===== config.mk =====
export PLATFORM = sky130hd
export DESIGN_NAME = c_subset_lexer_dfa
export DESIGN_NICKNAME = d
export VERILOG_FILES = /design/src/clex_pkg.sv /design/src/clex_scan.sv /design/src/clex_fifo.sv /design/src/c_subset_lexer_dfa.sv
export SDC_FILE = /design/constraint.sdc
export NUM_CORES = 1
export LEC_CHECK = 0
export BUFFER_PORTS_ARGS = -buffer_cell sky130_fd_sc_hd__buf_2
export CELL_PAD_IN_SITES_DETAIL_PLACEMENT = 0
export CELL_PAD_IN_SITES_GLOBAL_PLACEMENT = 1
export CORE_MARGIN = 8
export CORE_UTILIZATION = 35
export DETAILED_ROUTE_END_ITERATION = 6
export GPL_TIMING_DRIVEN = 0
export PLACE_DENSITY = 0.57
export SYNTH_ARGS = -nofsm -noshare
export SYNTH_HDL_FRONTEND = slang
export SYNTH_SLANG_ARGS = --single-unit

===== constraint.sdc =====
create_clock -name clk_i -period 8.3 [get_ports clk_i]
set_input_delay 1.66 -clock clk_i [delete_from_list [all_inputs] [get_ports clk_i]]
set_output_delay 1.66 -clock clk_i [all_outputs]
set_load 0.05 [all_outputs]

===== src/clex_pkg.sv =====
// Shared types, token codes and character helpers for the C subset lexer.
// No dependencies; used by every module of the block.
package clex_pkg;

  localparam int unsigned POS_WIDTH_DEF  = 16;
  localparam int unsigned LINE_WIDTH_DEF = 16;
  localparam int unsigned FIFO_DEPTH     = 4;

  localparam logic [5:0] TK_ID        = 6'd0;
  localparam logic [5:0] TK_CT_INT    = 6'd12;
  localparam logic [5:0] TK_CT_REAL   = 6'd13;
  localparam logic [5:0] TK_CT_CHAR   = 6'd14;
  localparam logic [5:0] TK_CT_STRING = 6'd15;
  localparam logic [5:0] TK_COMMA     = 6'd16;
  localparam logic [5:0] TK_SEMICOLON = 6'd17;
  localparam logic [5:0] TK_LPAR      = 6'd18;
  localparam logic [5:0] TK_RPAR      = 6'd19;
  localparam logic [5:0] TK_LBRACKET  = 6'd20;
  localparam logic [5:0] TK_RBRACKET  = 6'd21;
  localparam logic [5:0] TK_LACC      = 6'd22;
  localparam logic [5:0] TK_RACC      = 6'd23;
  localparam logic [5:0] TK_ADD       = 6'd24;
  localparam logic [5:0] TK_MUL       = 6'd25;
  localparam logic [5:0] TK_SUB       = 6'd26;
  localparam logic [5:0] TK_DIV       = 6'd27;
  localparam logic [5:0] TK_DOT       = 6'd28;
  localparam logic [5:0] TK_AND       = 6'd29;
  localparam logic [5:0] TK_OR        = 6'd30;
  localparam logic [5:0] TK_NOT       = 6'd31;
  localparam logic [5:0] TK_ASSIGN    = 6'd32;
  localparam logic [5:0] TK_EQUAL     = 6'd33;
  localparam logic [5:0] TK_NOTEQ     = 6'd34;
  localparam logic [5:0] TK_LESS      = 6'd35;
  localparam logic [5:0] TK_LESSEQ    = 6'd36;
  localparam logic [5:0] TK_GREATER   = 6'd37;
  localparam logic [5:0] TK_GREATEREQ = 6'd38;
  localparam logic [5:0] TK_END       = 6'd39;
  localparam logic [5:0] TK_ERR       = 6'd40;

  localparam logic [7:0] CH_NUL = 8'h00;
  localparam logic [7:0] CH_TAB = 8'h09;
  localparam logic [7:0] CH_LF  = 8'h0A;
  localparam logic [7:0] CH_CR  = 8'h0D;

  localparam logic [47:0] KW_WORD [11] = '{
    48'("break"), 48'("char"), 48'("double"), 48'("else"), 48'("for"), 48'("if"),
    48'("int"), 48'("return"), 48'("struct"), 48'("void"), 48'("while")
  };

  typedef struct packed {
    logic [5:0]  code;
    logic [15:0] line;
    logic [15:0] start;
    logic [15:0] len;
    logic        last;
  } token_t;

  function automatic logic is_alpha(input logic [7:0] b);
    return (b >= "a" && b <= "z") || (b >= "A" && b <= "Z");
  endfunction

  function automatic logic is_digit(input logic [7:0] b);
    return b >= "0" && b <= "9";
  endfunction

  function automatic logic is_alnum(input logic [7:0] b);
    return is_alpha(b) || is_digit(b);
  endfunction

  function automatic logic is_esc(input logic [7:0] b);
    return b == "a" || b == "b" || b == "f" || b == "n" || b == "r" || b == "t" ||
           b == "v" || b == "'" || b == "?" || b == "\"" || b == "\\" || b == "0";
  endfunction

  function automatic logic [5:0] single_code(input logic [7:0] b);
    logic [5:0] c;
    case (b)
      ",":     c = TK_COMMA;
      ";":     c = TK_SEMICOLON;
      "(":     c = TK_LPAR;
      ")":     c = TK_RPAR;
      "[":     c = TK_LBRACKET;
      "]":     c = TK_RBRACKET;
      "{":     c = TK_LACC;
      "}":     c = TK_RACC;
      "+":     c = TK_ADD;
      "*":     c = TK_MUL;
      "-":     c = TK_SUB;
      ".":     c = TK_DOT;
      default: c = TK_ID;
    endcase
    return c;
  endfunction

  function automatic logic [5:0] word_code(input logic [47:0] w);
    logic [5:0] c;
    c = TK_ID;
    for (int k = 0; k < 11; k++) begin
      if (KW_WORD[k] == w) c = 6'(k + 1);
    end
    return c;
  endfunction

endpackage


===== src/clex_scan.sv =====
// Lexer automaton: scan state, positions and the one-byte step with rescan.
// Depends on clex_pkg.
module clex_scan import clex_pkg::*; #(
  parameter int unsigned POS_WIDTH  = POS_WIDTH_DEF,
  parameter int unsigned LINE_WIDTH = LINE_WIDTH_DEF
) (
  input  logic       clk_i,
  input  logic       rst_ni,
  input  logic       fire_i,
  input  logic [7:0] byte_i,
  output logic [1:0] push_n_o,
  output token_t     ent0_o,
  output token_t     ent1_o
);

  typedef enum logic [27:0] {
    S_START     = 28'd1 << 0,  S_IDENT    = 28'd1 << 1,  S_AMP     = 28'd1 << 2,
    S_BAR       = 28'd1 << 3,  S_BANG     = 28'd1 << 4,  S_EQ      = 28'd1 << 5,
    S_LT        = 28'd1 << 6,  S_GT       = 28'd1 << 7,  S_SLASH   = 28'd1 << 8,
    S_LINECMT   = 28'd1 << 9,  S_BLOCK    = 28'd1 << 10, S_BLOCKSTAR = 28'd1 << 11,
    S_DEC       = 28'd1 << 12, S_ZERO     = 28'd1 << 13, S_OCT     = 28'd1 << 14,
    S_HEX0      = 28'd1 << 15, S_HEX      = 28'd1 << 16, S_OCTBAD  = 28'd1 << 17,
    S_FRAC0     = 28'd1 << 18, S_FRAC     = 28'd1 << 19, S_EXPSIGN = 28'd1 << 20,
    S_EXP0      = 28'd1 << 21, S_EXP      = 28'd1 << 22, S_CHR0    = 28'd1 << 23,
    S_CHRESC    = 28'd1 << 24, S_CHREND   = 28'd1 << 25, S_STR     = 28'd1 << 26,
    S_STRESC    = 28'd1 << 27
  } scan_state_e;

  scan_state_e           state_q, state_d;
  logic [LINE_WIDTH-1:0] line_q, line_d;
  logic [POS_WIDTH-1:0]  pos_q, tstart_q, tstart_d, nxt;
  logic [47:0]           word_q, word_d;
  logic                  halted_q, halt, line_inc, rescan, step;
  logic                  e1, e2;
  logic [5:0]            e1_code, e2_code;
  logic [POS_WIDTH-1:0]  e1_start, e1_end, e2_end, len1, len2;
  logic [7:0]            b;
  logic [5:0]            sc;
  token_t                r1, r2;

  assign b    = byte_i;
  assign sc   = single_code(b);
  assign nxt  = (pos_q == '1) ? pos_q : pos_q + 1'b1;
  assign step = fire_i && !halted_q;

  always_comb begin
    state_d  = state_q;
    tstart_d = tstart_q;
    word_d   = word_q;
    halt     = 1'b0;
    line_inc = 1'b0;
    rescan   = 1'b0;
    e1       = 1'b0;
    e1_code  = TK_ID;
    e1_start = tstart_q;
    e1_end   = pos_q;
    e2       = 1'b0;
    e2_code  = TK_ID;
    e2_end   = pos_q;
    unique case (state_q)
      S_START: rescan = 1'b1;
      S_IDENT: begin
        if (is_alnum(b) || b == "_") begin
          word_d = (word_q[47:40] != 8'd0) ? '1 : {word_q[39:0], b};
        end else begin
          e1 = 1'b1; e1_code = word_code(word_q); rescan = 1'b1;
        end
      end
      S_AMP, S_BAR: begin
        if (b == ((state_q == S_AMP) ? "&" : "|")) begin
          e1 = 1'b1; e1_code = (state_q == S_AMP) ? TK_AND : TK_OR; e1_end = nxt;
          state_d = S_START;
        end else begin
          e1 = 1'b1; e1_code = TK_ERR;
        end
      end
      S_BANG, S_EQ, S_LT, S_GT: begin
        e1 = 1'b1;
        if (b != "=") begin
          rescan = 1'b1;
          e1_code = (state_q == S_BANG) ? TK_NOT : (state_q == S_EQ) ? TK_ASSIGN :
                    (state_q == S_LT) ? TK_LESS : TK_GREATER;
        end else begin
          e1_end = nxt; state_d = S_START;
          e1_code = (state_q == S_BANG) ? TK_NOTEQ : (state_q == S_EQ) ? TK_EQUAL :
                    (state_q == S_LT) ? TK_LESSEQ : TK_GREATEREQ;
        end
      end
      S_SLASH: begin
        if (b == "/") state_d = S_LINECMT;
        else if (b == "*") state_d = S_BLOCK;
        else begin
          e1 = 1'b1; e1_code = TK_DIV; rescan = 1'b1;
        end
      end
      S_LINECMT: begin
        if (b == CH_LF || b == CH_CR || b == CH_NUL) rescan = 1'b1;
      end
      S_BLOCK, S_BLOCKSTAR: begin
        if (b == CH_NUL) begin
          e1 = 1'b1; e1_code = TK_ERR;
        end else if (b == "*") state_d = S_BLOCKSTAR;
        else if (b == "/" && state_q == S_BLOCKSTAR) state_d = S_START;
        else begin
          state_d = S_BLOCK; line_inc = (b == CH_LF);
        end
      end
      S_DEC, S_ZERO, S_OCT: begin
        if (is_digit(b) && state_q == S_DEC) state_d = S_DEC;
        else if (b >= "0" && b <= "7") state_d = S_OCT;
        else if (b == "8" || b == "9") state_d = S_OCTBAD;
        else if (b == "x" && state_q == S_ZERO) state_d = S_HEX0;
        else if (b == ".") state_d = S_FRAC0;
        else if (b == "e" || b == "E") state_d = S_EXPSIGN;
        else begin
          e1 = 1'b1; e1_code = TK_CT_INT; rescan = 1'b1;
        end
      end
      S_HEX0: begin
        if (is_alnum(b)) state_d = S_HEX;
        else begin
          e1 = 1'b1; e1_code = TK_ERR;
        end
      end
      S_HEX: begin
        if (!is_alnum(b)) begin
          e1 = 1'b1; e1_code = TK_CT_INT; rescan = 1'b1;
        end
      end
      S_OCTBAD: begin
        if (is_digit(b)) state_d = S_OCTBAD;
        else if (b == ".") state_d = S_FRAC0;
        else if (b == "e" || b == "E") state_d = S_EXPSIGN;
        else begin
          e1 = 1'b1; e1_code = TK_ERR;
        end
      end
      S_FRAC0, S_EXP0: begin
        if (is_digit(b)) state_d = (state_q == S_FRAC0) ? S_FRAC : S_EXP;
        else begin
          e1 = 1'b1; e1_code = TK_ERR;
        end
      end
      S_FRAC: begin
        if (is_digit(b)) state_d = S_FRAC;
        else if (b == "e" || b == "E") state_d = S_EXPSIGN;
        else begin
          e1 = 1'b1; e1_code = TK_CT_REAL; rescan = 1'b1;
        end
      end
      S_EXPSIGN: begin
        if (b == "+" || b == "-") state_d = S_EXP0;
        else if (is_digit(b)) state_d = S_EXP;
        else begin
          e1 = 1'b1; e1_code = TK_ERR;
        end
      end
      S_EXP: begin
        if (!is_digit(b)) begin
          e1 = 1'b1; e1_code = TK_CT_REAL; rescan = 1'b1;
        end
      end
      S_CHR0: begin
        if (b == "\\") state_d = S_CHRESC;
        else if (b == "\"" || b == CH_NUL) begin
          e1 = 1'b1; e1_code = TK_ERR;
        end else state_d = S_CHREND;
      end
      S_CHRESC, S_STRESC: begin
        if (is_esc(b)) state_d = (state_q == S_CHRESC) ? S_CHREND : S_STR;
        else begin
          e1 = 1'b1; e1_code = TK_ERR;
        end
      end
      S_CHREND: begin
        e1 = 1'b1;
        if (b == "'") begin
          e1_code = TK_CT_CHAR; e1_end = nxt; state_d = S_START;
        end else e1_code = TK_ERR;
      end
      S_STR: begin
        if (b == "\\") state_d = S_STRESC;
        else if (b == "\"") begin
          e1 = 1'b1; e1_code = TK_CT_STRING; e1_end = nxt; state_d = S_START;
        end else if (b == CH_NUL) begin
          e1 = 1'b1; e1_code = TK_ERR;
        end
      end
      default: rescan = 1'b1;
    endcase

    if (e1 && e1_code == TK_ERR) begin
      e1_start = pos_q;
      e1_end   = nxt;
      tstart_d = pos_q;
      halt     = 1'b1;
      state_d  = S_START;
    end

    if (rescan) begin
      state_d  = S_START;
      tstart_d = pos_q;
      if (is_alpha(b) || b == "_") begin
        word_d = {40'd0, b}; state_d = S_IDENT;
      end else if (b == " " || b == CH_CR || b == CH_TAB) begin
        state_d = S_START;
      end else if (b == CH_LF) line_inc = 1'b1;
      else if (sc != TK_ID) begin
        e2 = 1'b1; e2_code = sc; e2_end = nxt;
      end else if (b == "&") state_d = S_AMP;
      else if (b == "|") state_d = S_BAR;
      else if (b == "!") state_d = S_BANG;
      else if (b == "=") state_d = S_EQ;
      else if (b == "<") state_d = S_LT;
      else if (b == ">") state_d = S_GT;
      else if (b == "/") state_d = S_SLASH;
      else if (b == "0") state_d = S_ZERO;
      else if (is_digit(b)) state_d = S_DEC;
      else if (b == "'") state_d = S_CHR0;
      else if (b == "\"") state_d = S_STR;
      else if (b == CH_NUL) begin
        e2 = 1'b1; e2_code = TK_END; halt = 1'b1;
      end else begin
        e2 = 1'b1; e2_code = TK_ERR; e2_end = nxt; halt = 1'b1;
      end
    end
  end

  assign line_d = (line_inc && line_q != '1) ? line_q + 1'b1 : line_q;
  assign len1   = e1_end - e1_start;
  assign len2   = e2_end - pos_q;

  always_comb begin
    r1       = '0;
    r1.code  = e1_code;
    r1.line  = 16'(line_q);
    r1.start = 16'(e1_start);
    r1.len   = 16'(len1);
    r1.last  = !e2;
    r2       = '0;
    r2.code  = e2_code;
    r2.line  = 16'(line_q);
    r2.start = 16'(pos_q);
    r2.len   = 16'(len2);
    r2.last  = 1'b1;
  end

  assign push_n_o = step ? (2'(e1) + 2'(e2)) : 2'd0;
  assign ent0_o   = e1 ? r1 : r2;
  assign ent1_o   = r2;

  always_ff @(posedge clk_i or negedge rst_ni) begin
    if (!rst_ni) begin
      state_q  <= S_START;
      line_q   <= LINE_WIDTH'(1);
      pos_q    <= '0;
      tstart_q <= '0;
      word_q   <= '0;
      halted_q <= 1'b0;
    end else if (step) begin
      state_q  <= state_d;
      line_q   <= line_d;
      pos_q    <= nxt;
      tstart_q <= tstart_d;
      word_q   <= word_d;
      halted_q <= halt;
    end
  end

endmodule


===== src/clex_fifo.sv =====
// Small result queue that takes up to two tokens per cycle and gives one.
// Depends on clex_pkg.
module clex_fifo import clex_pkg::*; (
  input  logic       clk_i,
  input  logic       rst_ni,
  input  logic [1:0] push_n_i,
  input  token_t     ent0_i,
  input  token_t     ent1_i,
  output logic       room_o,
  output logic       valid_o,
  input  logic       ready_i,
  output token_t     data_o
);

  localparam int unsigned AW = $clog2(FIFO_DEPTH);

  token_t        mem [FIFO_DEPTH];
  logic [AW-1:0] wp_q, rp_q;
  logic [AW:0]   cnt_q;
  logic          pop;

  assign valid_o = cnt_q != '0;
  assign pop     = valid_o && ready_i;
  assign room_o  = cnt_q <= (AW+1)'(FIFO_DEPTH - 2);
  assign data_o  = mem[rp_q];

  always_ff @(posedge clk_i) begin
    if (push_n_i != 2'd0) mem[wp_q] <= ent0_i;
    if (push_n_i == 2'd2) mem[wp_q + 1'b1] <= ent1_i;
  end

  always_ff @(posedge clk_i or negedge rst_ni) begin
    if (!rst_ni) begin
      wp_q  <= '0;
      rp_q  <= '0;
      cnt_q <= '0;
    end else begin
      wp_q  <= wp_q + AW'(push_n_i);
      rp_q  <= rp_q + AW'(pop);
      cnt_q <= cnt_q + (AW+1)'(push_n_i) - (AW+1)'(pop);
    end
  end

endmodule


===== src/c_subset_lexer_dfa.sv =====
// Top level of the C subset lexer: input register, automaton and result queue.
// Depends on clex_pkg, clex_scan and clex_fifo.
// The block takes one source byte per cycle and returns tokens with their line, start
// offset and length; one byte gives at most two tokens (one ended by lookahead, then one
// begun by the same byte). Each byte passes through an input register and one
// combinational automaton step into a four-entry result queue; a byte can be taken every
// cycle while the queue has two free entries. A zero byte yields END, or an error token
// where the token or comment under way cannot end there; a bad character or token yields
// an error token. After either, bytes are accepted and ignored until reset.
module c_subset_lexer_dfa import clex_pkg::*; #(
  parameter int unsigned POS_WIDTH  = POS_WIDTH_DEF,
  parameter int unsigned LINE_WIDTH = LINE_WIDTH_DEF
) (
  input  logic        clk_i,
  input  logic        rst_ni,
  input  logic        in_valid_i,
  output logic        in_ready_o,
  input  logic [7:0]  source_byte_i,
  output logic        out_valid_o,
  input  logic        out_ready_i,
  output logic [5:0]  token_code_o,
  output logic [15:0] line_number_o,
  output logic [15:0] start_offset_o,
  output logic [15:0] token_length_o,
  output logic        last_of_run_o
);

  logic       in_v_q, room, fire;
  logic [7:0] in_b_q;
  logic [1:0] push_n;
  token_t     ent0, ent1, head;

  assign fire       = in_v_q && room;
  assign in_ready_o = !in_v_q || room;

  always_ff @(posedge clk_i or negedge rst_ni) begin
    if (!rst_ni) begin
      in_v_q <= 1'b0;
    end else if (in_ready_o) begin
      in_v_q <= in_valid_i;
    end
  end

  always_ff @(posedge clk_i) begin
    if (in_ready_o && in_valid_i) in_b_q <= source_byte_i;
  end

  clex_scan #(.POS_WIDTH(POS_WIDTH), .LINE_WIDTH(LINE_WIDTH)) u_scan (
    .clk_i, .rst_ni, .fire_i(fire), .byte_i(in_b_q),
    .push_n_o(push_n), .ent0_o(ent0), .ent1_o(ent1)
  );

  clex_fifo u_fifo (
    .clk_i, .rst_ni, .push_n_i(push_n), .ent0_i(ent0), .ent1_i(ent1),
    .room_o(room), .valid_o(out_valid_o), .ready_i(out_ready_i), .data_o(head)
  );

  assign token_code_o   = head.code;
  assign line_number_o  = head.line;
  assign start_offset_o = head.start;
  assign token_length_o = head.len;
  assign last_of_run_o  = head.last;

endmodule


==> Word-level counts from Yosys, hierarchy flattened <==
Memories as Yosys holds them, arrays and structs flattened.
Cells that the tools add are included.
W data, S select, Z words.
{ "totals": {"ram_bits": 220, "latchBits": 0, "romBits": 0, "regBits": 141, "elab_cells": 398, "mem_count": 1} }
{ "mem_list": {"columns": ["memory", "depth", "word_bits", "read_ports", "rd_clocked_by_memory_dff", "write_ports", "line", "source"], "rows": [
  ["u_fifo.mem", 4, 55, 1, 0, 2, "clex_fifo.sv:17", "token_t mem [FIFO_DEPTH];"]
]} }
{ "op_classes": {"shifts": 0, "n_addsub": 10, "bitwise_logic": 0, "order_cmp": 8, "div_mod_pow": 0, "n_eq_ne": 96, "n_reduce_logical": 58, "n_mul": 0, "mux": 214} }
{ "ops": {"columns": ["operator", "count"], "rows": [
  ["$mux W28", 40],
  ["$mux W16", 26],
  ["$pmux W28 S14", 1],
  ["$mux W6", 43],
  ["$mux W48", 5],
  ["$eq A8 B6 Y1 const B", 21],
  ["$eq A31 B48 Y1 const A", 3],
  ["$eq A47 B48 Y1 const A", 3],
  ["$eq A8 B7 Y1 const B", 17],
  ["$pmux W6 S17", 1],
  ["$eq A23 B48 Y1 const A", 2],
  ["$eq A39 B48 Y1 const A", 2],
  ["$mux W1", 68],
  ["$pmux W16 S4", 1],
  ["$pmux W5 S12", 1],
  ["$mux W55", 1],
  ["$mux W27", 2],
  ["$eq A15 B48 Y1 const A", 1],
  ["$mux W4", 9],
  ["$add A16 B1 Y16 const B", 2],
  ["$sub A16 B16 Y16", 2],
  ["$eq A28 B10 Y1 const B", 1],
  ["$eq A28 B11 Y1 const B", 1],
  ["$eq A28 B12 Y1 const B", 1],
  ["70 further kinds", 132]
]} }

==> Longest topological paths before layout <==
Gate-level depths: netlist of the first run.
{ "depth": {"word_depth": 33, "ltp_mapped": 25, "mapped_depth_nobuf": 21} }

==> By module <==
Synthesis of the first run repeated with hierarchy kept, for this count alone.
{ "unflattened": {"hier_cells": 2028, "area_unflattened_um2": 22844.4} }
{ "by_module_without_submodules": {"columns": ["module", "cells_per_inst", "n_inst", "area_per_inst_um2"], "rows": [
  ["clex_fifo", 572, 1, 11472.3],
  ["clex_scan", 1443, 1, 11071.9],
  ["c_subset_lexer_dfa", 13, 1, 300.3]
]} }

==> Worst setup path before layout of the first run <==
OpenSTA, ideal clock, no wires.
{ "synth_path": {"kind": "reg-to-reg", "start": "reg in_b_q[6]", "end": "mem u_fifo.mem[3][10] in the netlist's numbering, enable pin", "path_slack_ps": 2272, "path_stages_with_launch": 18, "arrival_time_ps": 5591, "setup_time_ps": 436, "n_path_buf": 5, "synth_period_minus_slack_ps": 6028, "path_cell_list": "edfxtp_1 -> or4b_1 -> buf_4 -> a2111oi_4 -> o21ai_2 -> a21o_1 -> a31oi_2 -> o221ai_2 -> or3_1 -> buf_6 -> buf_2 -> ha_1 -> nor2_1 -> nor2_1 -> nand3_1 -> clkbuf_1 -> nand2_1 -> clkbuf_1"} }
{ "synth_lines": {"columns": ["element", "line", "source"], "rows": [
  ["from (decl)", "c_subset_lexer_dfa.sv:29", "logic [7:0] in_b_q;"],
  ["from (signal assigned)", "c_subset_lexer_dfa.sv:45", "if (in_ready_o && in_valid_i) in_b_q <= source_byte_i;"],
  ["to (decl)", "clex_fifo.sv:17", null]
]} }

==> summary.md, run 1 <==
| Metric | Value |
|---|---|
| Sequential fraction of the synthesis area | `0.468` |
| Synth Area in XOR/XNOR | `0.0348` |
| Mean Syn Cell Area | `10.7 um^2` |
| Final worst path period need | `7.82 ns` |
| Yosys top cell by area | `edfxtp_1` |
| Non-filler instance count after layout | `2974` |
| Tot GR Track Use | `0.208` |
| Worst Path Max Fanout | `10` |
| Core area | `61500 um^2` |
| IO Count | `69` |
| DRT Pass-1 Iters | `6` |
| Mux cell area share after synthesis | `0.0750` |
| Distinct cells, synth | `101` |
| Leakage | `8.98 nW` |
| Hold Fails Final Rpt | `0` |
| Initial Utilization | `0.352` |
| Vias/cell | `5.91` |
| Psw | `3.37 mW` |
| Clk network pwr share | `0.251` |
| Status | `complete, no violations` |
| Clock tree from TritonCTS | `yes` |
| Site row count | `91` |
| Final max-slew violation count | `0` |
| Clk_skew | `0.0226 ns` |
| Synth top area share | `0.311` |
| Post-synth EDFFs | `224` |
| #FFs+latches synth | `361` |
| # diodes | `0` |
| Syn Inst Count | `2032` |
| Hold Buf Count CTS | `0` |
| Share of cells above drive strength 1 | `0.153` |
| Fin nets | `2203` |
| HP Class | `reg -> reg` |
| Overflow after GRT | `0` |
| Max_cap viols | `0` |
| WL final | `74700 um` |
| Total CTS buffers | `43` |
| Mapped Nets | `2085` |
| Worst vdd ir | `163 uV` |
| Synth top area cells | `edfxtp_1 (31%), dfrtp_1 (15%), mux4_2 (5.7%)` |
| Largest net degree at the start of global routing | `80` |
| Synth Area in Adders | `0.0247` |
| Root Driver | `clkbuf_16` |
| Vias in the first global route | `17374` |
| Comb pwr share | `0.475` |
| Die Y-Extent | `265 um` |
| Ys async rst share | `0.368` |
| Mapped cell area | `21700 um^2` |
| Die Area | `70100 um^2` |
| DR DRC count | `0` |
| CTS H-tree lvls | `2` |
| Crit. End Element | `register` |
| Port bufs | `68` |
| Largest family of logic cells by synthesized area | `simple AND/OR/NAND/NOR gates` |
| Clock latency on the worst-skew pair | `0.60 ns` |
| Routed via count | `17585` |
| Placed cells | `2895` |
| Area Overhead vs Synth | `13.5%` |
| GP Congestion | `0.897` |
| Post-CTS Repair Setup Buffers | `0` |
| Die Width | `265 um` |
| Post-CTS sizing | `0` |
| Post-route cell area | `24600 um^2` |
| Number of setup violations in the final report | `0` |
| Flop pwr share | `0.274` |
| Top FF cell, synth | `edfxtp_1` |
| DR iter-0 viols | `1722` |
| CP Data Arrival Time | `8.11 ns` |
| Worst slew pin tran | `1.26 ns` |
| CTS max path bufs | `3` |
| Cell-internal power | `4.20 mW` |
| Hold_ws | `0.469 ns` |
| CP Class | `reg -> reg` |
| Period utilisation layout | `0.942` |
| Clock transition at the registers of the reported paths | `0.06 ns` |
| Max Fclk | `128 MHz` |
| Synth Area in Simple Gates | `0.208` |
| WP data required | `8.59 ns` |
| Post-DRT Antenna Nets | `0` |
| CP Launch Type | `register` |
| DP Area | `23200 um^2` |
| Pwr per Cell Area | `308 nW/um^2` |
| Clock sinks | `361` |
| Initial antenna violation count | `1` |
| Wire per inst | `25.1 um` |
| Yosys Warn Count | `0` |
| Switch share | `0.445` |
| Hpwl dp | `54400 um` |
| First-pass GRT wire length | `112000 um` |
| Compound-Gate Fraction of Synth Area | `0.153` |
| RSZ-0062 raised after global routing | `false` |
| Rel. slew slack | `0.154` |
## routing by layer
metal / share of wire / global-route usage
met1: 0.45 / 0.285
met2: 0.46 / 0.334
met3: 0.055 / 0.0297
met4: 0.034 / 0.0737
met5: 0 / 0
## kinds of logic (layout without fill, tap and decap cells)
family,Yosys count,count (layout)
fa+ha+maj,41,41
xor+xnor,86,86
mux,86,86
compound gates,467,467
buf+inv,177,329
simple gates,814,814
flops,361,361
## flip-flops by register name (all words and copies together), names as in the netlist
name / flops
u_scan.state_q: 28
u_scan.line_q: 16
u_scan.pos_q: 16
u_fifo.rp_q: 2
u_fifo.cnt_q: 3
u_fifo.mem: 220
in_b_q: 8
u_scan.halted_q: 1
u_fifo.wp_q: 2
u_scan.tstart_q: 16
u_scan.word_q: 48
in_v_q: 1
## cells in the final DEF (no fill, tap or decap), types with 9 or more instances in the layout
cell	n
edfxtp_1	224
nand2_1	167
nor2_1	150
dfrtp_1	131
buf_2	105
o21ai_0	95
o22ai_1	91
clkbuf_1	89
and2_1	85
a22o_1	69
nand3_1	65
nor3_1	60
a21oi_1	60
xnor2_1	59
mux4_2	55
nand4_1	54
clkbuf_16	44
nor4_1	39
ha_1	38
inv_1	33
nor2b_1	28
xor2_1	27
nand2b_1	23
o21a_1	21
a21o_1	17
mux2_2	16
or4_1	15
and3_1	15
or3_1	12
or2_2	11
buf_1	11
nand4b_1	11
o22a_1	11
a31oi_1	10
mux2_4	10
o31ai_1	9
buf_6	9
## power groups by stage
stage | Combinational, mW | Clock (mW) | Sequential, mW
6_report | 3.59 | 1.90 | 2.07
5_1_grt | 3.85 | 2.01 | 2.08
4_1_cts | 3.62 | 1.95 | 2.07
3_5_place_dp | 3.61 | 0 | 2.10
3_3_place_gp | 3.59 | 0 | 2.10
2_1_floorplan | 2.64 | 0 | 2.07
## path summary, 6_finish.rpt
kind | cells after the start | slack (ns) | endpoint | from
worst min register to register | 1 | 0.47 | u_fifo.mem[3][0] | u_fifo.mem[3][0]
worst max-delay path | 23 | 0.48 | u_fifo.mem[3][16] | u_scan.state_q[7]
worst min-delay path | 1 | 0.47 | u_fifo.mem[3][0] | u_fifo.mem[3][0]
min in group asynchronous | 1 | 1.02 | u_scan.line_q[5] | rst_ni
worst max register to register | 23 | 0.48 | u_fifo.mem[3][16] | u_scan.state_q[7]
max in group asynchronous | 2 | 6.38 | u_scan.state_q[0] | rst_ni
## synth_stat cells, types with 38 or more instances
| cell | instances |
|---|---|
| edfxtp_1 | 224 |
| nand2_1 | 167 |
| nor2_1 | 150 |
| dfrtp_1 | 131 |
| o21ai_0 | 95 |
| o22ai_1 | 91 |
| and2_1 | 85 |
| clkbuf_1 | 83 |
| a22o_1 | 69 |
| nand3_1 | 65 |
| a21oi_1 | 60 |
| nor3_1 | 60 |
| xnor2_1 | 59 |
| mux4_2 | 55 |
| nand4_1 | 54 |
| nor4_1 | 41 |
| buf_2 | 38 |
| ha_1 | 38 |
## per-stage QoR
stage | power, mW | TNS [ns] | setup WS, ns | util
2_1_floorplan | 4.71 | 0 | 2.27 | -
3_3_place_gp | 5.69 | -311.85 | -1.41 | 0.374
3_5_place_dp | 5.71 | 0 | 0.126 | 0.377
4_1_cts | 7.64 | 0 | 0.0442 | 0.400
5_1_grt | 7.94 | 0 | 0.00322 | 0.400
6_report | 7.56 | 0 | 0.477 | 0.400
## worst max-delay path, stage by stage, from the launching register on
cell	delay (ns)
dfrtp_1	0.38
clkbuf_1	0.26
nor4_4	0.59
nand4_1	0.53
nor4_1	0.53
nor2_1	0.15
o221ai_1	0.55
o211ai_2	0.24
nor3_4	0.60
nand2b_1	0.36
buf_2	0.31
nand2_1	0.10
xnor2_1	0.15
ha_1	0.37
a21oi_1	0.29
o21bai_1	0.10
a21oi_1	0.26
o41a_1	0.25
o21ai_0	0.12
o21ai_0	0.33
nand2b_1	0.10
a21oi_1	0.18
xor2_1	0.53
o22ai_1	0.20
## layout make-up
cell class                 instances  area (um^2)
sequential                       361        10100
clock buffer                      61         1230
inverter                          34          128
timing repair buffer              73          477
clock inverter                    18          185
fill                            6075        36900
multi-input combinational       1494        10800
buffer                           143          671
tap                              790          988
No activity file was read; power rests on OpenSTA's default activity.
==> inputs of run 2 (changes only) <==
Clock period 8.3 ns to 8 ns, I/O delays scaled along.
==> summary.md, run 2 (synthesized netlist as in run 1, its figures left out) <==
| Metric | Value |
|---|---|
| Status | `complete, no violations` |
| Overflow after GRT | `0` |
| DP Area | `23200 um^2` |
| Hold Fails Final Rpt | `0` |
| Total power | `7.85 mW` |
| Clock tree from TritonCTS | `yes` |
| Initial Utilization | `0.352` |
| DR DRC count | `0` |
| Core area | `61500 um^2` |
| CP Class | `reg -> reg` |
| Dpl ws | `-0.174 ns` |
| Fin nets | `2207` |
| Crit. End Element | `register` |
| CTS H-tree lvls | `2` |
| CTS max path bufs | `3` |
| Site row count | `91` |
| Number of setup violations in the final report | `0` |
| Vias/cell | `5.93` |
| Vias in the first global route | `17377` |
| Area Overhead vs Synth | `13.7%` |
| Total CTS buffers | `43` |
| CP Data Arrival Time | `7.74 ns` |
| Die Area | `70100 um^2` |
| Max_cap viols | `0` |
| Max Fclk | `134 MHz` |
| Tot GR Track Use | `0.208` |
| Worst Path Max Fanout | `10` |
| # diodes | `0` |
| Initial antenna violation count | `0` |
| Die Width | `265 um` |
| Hpwl dp | `54400 um` |
| Worst slew pin tran | `1.25 ns` |
| DRT Pass-1 Iters | `6` |
| WP data required | `8.30 ns` |
| Fin worst setup slack | `0.556 ns` |
| Pwr per Cell Area | `319 nW/um^2` |
| GP Congestion | `0.897` |
| Final max-slew violation count | `0` |
| WL final | `74800 um` |
| Period utilisation layout | `0.931` |
| Clock latency on the worst-skew pair | `0.59 ns` |
| Setup TNS | `0 ns` |
| Routed via count | `17669` |
| IO Count | `69` |
| Root Driver | `clkbuf_16` |
| HP Class | `reg -> reg` |
| Largest regs | `u_fifo.mem: 220 flops, u_scan.word_q: 48 flops, u_scan.state_q: 28 flops` |
| Hold Buf Count CTS | `0` |
| Wire per inst | `25.1 um` |
| Final worst path period need | `7.44 ns` |
| CP Launch Type | `register` |
| Largest net degree at the start of global routing | `80` |
| Share of cells above drive strength 1 | `0.155` |
| Hold_ws | `0.466 ns` |
| Clk_skew | `0.0212 ns` |
| Largest Register | `u_fifo.mem` |
| Max reg flops | `220` |
| DR iter-0 viols | `1673` |
| Port bufs | `68` |
| RSZ-0062 raised after global routing | `false` |
| Rel. slew slack | `0.170` |
| Leakage | `9.00 nW` |
| Commonest non-fill, non-tap cells in the layout | `edfxtp_1 (224), nand2_1 (167), nor2_1 (150)` |
| First-pass GRT wire length | `112000 um` |
| Clock transition at the registers of the reported paths | `0.06 ns` |
| Post-route cell area | `24600 um^2` |
| Post-DRT Antenna Nets | `0` |
| Worst vdd ir | `170 uV` |
| Clock sinks | `361` |
| Most common cell after layout, fill and taps aside | `edfxtp_1` |
| R2R Setup Slk | `0.56 ns` |
| Die Y-Extent | `265 um` |
==> run 2: changes by cell type in the layout (fill, tap and decap cells not counted) <==
cell,change
nor3_1,-1
nor3_2,+1
buf_4,+4
==> run 2: repair_timing <==
item                       4_1_cts  5_1_grt
pin swaps                        0        1
setup endpoints to repair       12       18
gates resized for setup          1        3
setup buffers                    0        4
==> run 2: final timing paths <==
kind	startpoint	end	cells past startpoint
worst max register to register	u_scan.state_q[7]	u_fifo.mem[3][15]	23
max in group asynchronous	rst_ni	u_scan.state_q[0]	2
worst min register to register	u_fifo.mem[3][0]	u_fifo.mem[3][0]	1
worst min-delay path	u_fifo.mem[3][0]	u_fifo.mem[3][0]	1
min in group asynchronous	rst_ni	u_scan.line_q[5]	1
worst max-delay path	u_scan.state_q[7]	u_fifo.mem[3][15]	23
==> run 2: worst max-delay path: stages (launching register included) <==
cell and delay (ns):
dfrtp_1 0.38, clkbuf_1 0.26, nor4_4 0.59, nand4_1 0.54
nor4_1 0.52, nor2_1 0.15, o221ai_1 0.55, o211ai_2 0.25
nor3_4 0.34, nand2b_1 0.28, buf_2 0.30, a21oi_1 0.10
a31oi_1 0.18, ha_1 0.30, nor2b_1 0.15, o21ai_0 0.15
nand2b_1 0.11, a21o_1 0.19, a21o_1 0.19, a21oi_1 0.43
o311ai_0 0.21, a21oi_1 0.21, xor2_1 0.56, o22ai_1 0.18
==> run 2: report_power, final <==
part           switching (mW)  leakage, nW  internal, mW
combinational            2.57         4.35          1.16
sequential             0.0989         3.96          2.05
clock                   0.828        0.692          1.15
total                    3.49         9.00          4.36
==> run 2: layout make-up <==
| cell class | instances | area (um^2) |
|---|---|---|
| clock inverter | 18 | 185 |
| sequential | 361 | 10100 |
| timing repair buffer | 77 | 507 |
| fill | 6076 | 36900 |
| buffer | 143 | 671 |
| tap | 790 | 988 |
| multi-input combinational | 1494 | 10800 |
| inverter | 34 | 128 |
| clock buffer | 61 | 1230 |
==> run 2: stage by stage <==
stage	instances	util
final	2978	0.401
after global routing	2978	0.401
after CTS	2974	0.400
after detailed placement	2895	0.377
after global placement	2890	0.374
after floorplan	2032	-
==> run 2: layer usage <==
metal / wire (um) / GRT usage / vias up
met2: 34600 / 0.334 / 579
li1: - / - / 8047
met4: 2570 / 0.0737 / 0
met1: 33500 / 0.286 / 8910
met5: 0 / 0 / -
met3: 4110 / 0.0297 / 133
==> inputs of run 3 (changes only) <==
Settings changed: CORE_ASPECT_RATIO from default to 1.1, RECOVER_POWER from default to 25.
==> summary.md, run 3 (synthesized netlist as in run 1, its figures left out) <==
| Metric | Value |
|---|---|
| Most common cell after layout, fill and taps aside | `edfxtp_1` |
| Period utilisation layout | `0.952` |
| Worst Path Max Fanout | `10` |
| Root Driver | `clkbuf_16` |
| Wire per inst | `25.0 um` |
| Pwr per Cell Area | `317 nW/um^2` |
| Post-DRT Antenna Nets | `0` |
| Port bufs | `68` |
| Clock latency on the worst-skew pair | `0.58 ns` |
| Max_cap viols | `2` |
| Core area | `61200 um^2` |
| Flop pwr share | `0.276` |
| Clock tree from TritonCTS | `yes` |
| Metal-1 WL | `32600 um` |
| Die Width | `253 um` |
| Switch share | `0.445` |
| Critical path endpoint | `u_fifo.mem[3][15]` |
| Final max-slew violation count | `136` |
| Setup TNS | `0 ns` |
| Initial antenna violation count | `2` |
| Area Overhead vs Synth | `13.2%` |
| CP Launch Type | `register` |
| Clock sinks | `361` |
| Number of setup violations in the final report | `0` |
| CP Data Arrival Time | `7.92 ns` |
| Worst slew pin tran | `3.40 ns` |
| Leakage | `8.91 nW` |
| Clock transition at the registers of the reported paths | `0.06 ns` |
| Tot GR Track Use | `0.210` |
| Rel. slew slack | `-1.26` |
| Worst reg2reg path depth | `23` |
| Reg2Reg Capture Point | `u_fifo.mem[3][15]` |
| DRT Pass-1 Iters | `7` |
| Commonest non-fill, non-tap cells in the layout | `edfxtp_1 (224), nand2_1 (167), nor2_1 (150)` |
| CTS max path bufs | `3` |
| Fin nets | `2202` |
| Met2 routed WL | `36100 um` |
| Crit. End Element | `register` |
| Largest regs | `u_fifo.mem: 220 flops, u_scan.word_q: 48 flops, u_scan.state_q: 28 flops` |
| Uppermost layer routed | `met5` |
| WP data required | `8.30 ns` |
| Hpwl dp | `54900 um` |
| Die Area | `70100 um^2` |
| Routed via count | `17451` |
| Placed cells | `2930` |
| Vias in the first global route | `17455` |
| First-pass GRT wire length | `113000 um` |
| Hold Buf Count CTS | `0` |
| Share of cells above drive strength 1 | `0.145` |
| Vias/cell | `5.81` |
| Initial Utilization | `0.354` |
| Non-filler instance count after layout | `3005` |
| Hold Fails Final Rpt | `0` |
| Post-CTS sizing | `0` |
| Worst vdd ir | `249 uV` |
| Overflow after GRT | `0` |
| DR DRC count | `0` |
| RSZ-0062 raised after global routing | `false` |
| Cell-internal power | `4.31 mW` |
| Reg2Reg Launch Point | `u_scan.state_q[2]` |
| Max Fclk | `131 MHz` |
| CP startpoint | `u_scan.state_q[2]` |
| Violated checks | `max-capacitance violations, max-slew violations` |
| IO Count | `69` |
| Die Y-Extent | `277 um` |
| Post-CTS Repair Setup Buffers | `0` |
| Psw | `3.46 mW` |
| Largest net degree at the start of global routing | `75` |
| GP Congestion | `0.897` |
| Total power | `7.76 mW` |
| CP Class | `reg -> reg` |
| HP Class | `reg -> reg` |
| DR iter-0 viols | `1273` |
| Met3 wire length | `4220 um` |
| Status | `finished, violations left` |
| Site row count | `95` |
| Max reg flops | `220` |
| WL final | `75000 um` |
| Clk network pwr share | `0.246` |
| Final worst path period need | `7.62 ns` |
| R2R Setup Slk | `0.38 ns` |
| Largest Register | `u_fifo.mem` |
| Hold_ws | `0.464 ns` |
| Comb pwr share | `0.477` |
| Filler instances | `6044` |
| # diodes | `0` |
| Total CTS buffers | `41` |
| CTS H-tree lvls | `2` |
| Clk_skew | `0.0342 ns` |
[run 3: changes by cell type in the layout (fill, tap and decap cells not counted), moves of 3 or more]
cell,delta
clkbuf_16,-3
and2_1,-3
and2_0,+3
buf_4,-4
clkbuf_1,+13
buf_2,-9
[run 3: layout make-up]
cell class              count  area [um^2]  area share
clock buffers              58         1150      0.0469
plain buffers             143          661      0.0269
inverters                  34          128     0.00521
multi-input cells        1494        10800       0.439
clock inverters            17          213     0.00868
repair buffers             74          442      0.0180
well taps                 824         1030      0.0421
flip-flops and latches    361        10100       0.414
[run 3: worst min path at each step]
| stage | slack [ns] | cells past startpoint | end | from |
|---|---|---|---|---|
| CTS | 0.46 | 1 | u_fifo.mem[3][0] | u_fifo.mem[3][0] |
| detailed placement | 0.45 | 1 | u_fifo.mem[3][0] | u_fifo.mem[3][0] |
| floorplan | 0.43 | 1 | u_fifo.mem[3][0] | u_fifo.mem[3][0] |
| global route | 0.48 | 1 | u_fifo.mem[3][0] | u_fifo.mem[3][0] |
| finish | 0.46 | 1 | u_fifo.mem[3][0] | u_fifo.mem[3][0] |
| global placement | 0.45 | 1 | u_fifo.mem[1][0] | u_fifo.mem[1][0] |
[run 3: per-stage QoR]
stage	utilization	cell area (um^2)	worst slack, ns
after floorplan	-	21700	1.97
after global placement	0.376	23000	-1.63
after detailed placement	0.379	23200	0.107
after CTS	0.401	24600	0.0944
after global routing	0.400	24500	0.0822
final	0.400	24500	0.384
[run 3: power by group through the flow]
| stage | clock network [mW] | logic [mW] | registers (mW) |
|---|---|---|---|
| after floorplan | 0 | 2.74 | 2.15 |
| after global placement | 0 | 3.73 | 2.18 |
| after detailed placement | 0 | 3.74 | 2.18 |
| after CTS | 1.97 | 3.75 | 2.14 |
| after global routing | 2.04 | 3.95 | 2.16 |
| final | 1.91 | 3.71 | 2.15 |
[run 3: worst max-delay path, cell delays in order (launching register included)]
cell and delay (ns):
dfrtp_1 0.35, buf_2 0.17, nor4_1 0.93, nand4_1 0.55, nor4_1 0.46, nor2_1 0.15, o221ai_1 0.54, o211ai_2 0.21
nor3_4 0.58, nand2b_1 0.33, buf_2 0.30, a21oi_1 0.10, a31oi_1 0.16, ha_1 0.30, nor2b_1 0.15, o21ai_0 0.15
nand2b_1 0.11, a21o_1 0.19, a21o_1 0.19, a21oi_1 0.42, o311ai_0 0.19, a21oi_1 0.21, xor2_1 0.43, o22ai_1 0.17
[run 3: metal layers]
| metal | global-route usage | vias up |
|---|---|---|
| li1 | - | 8036 |
| met1 | 0.277 | 8780 |
| met2 | 0.348 | 512 |
| met3 | 0.0379 | 119 |
| met4 | 0.0610 | 4 |
| met5 | 0 | - |
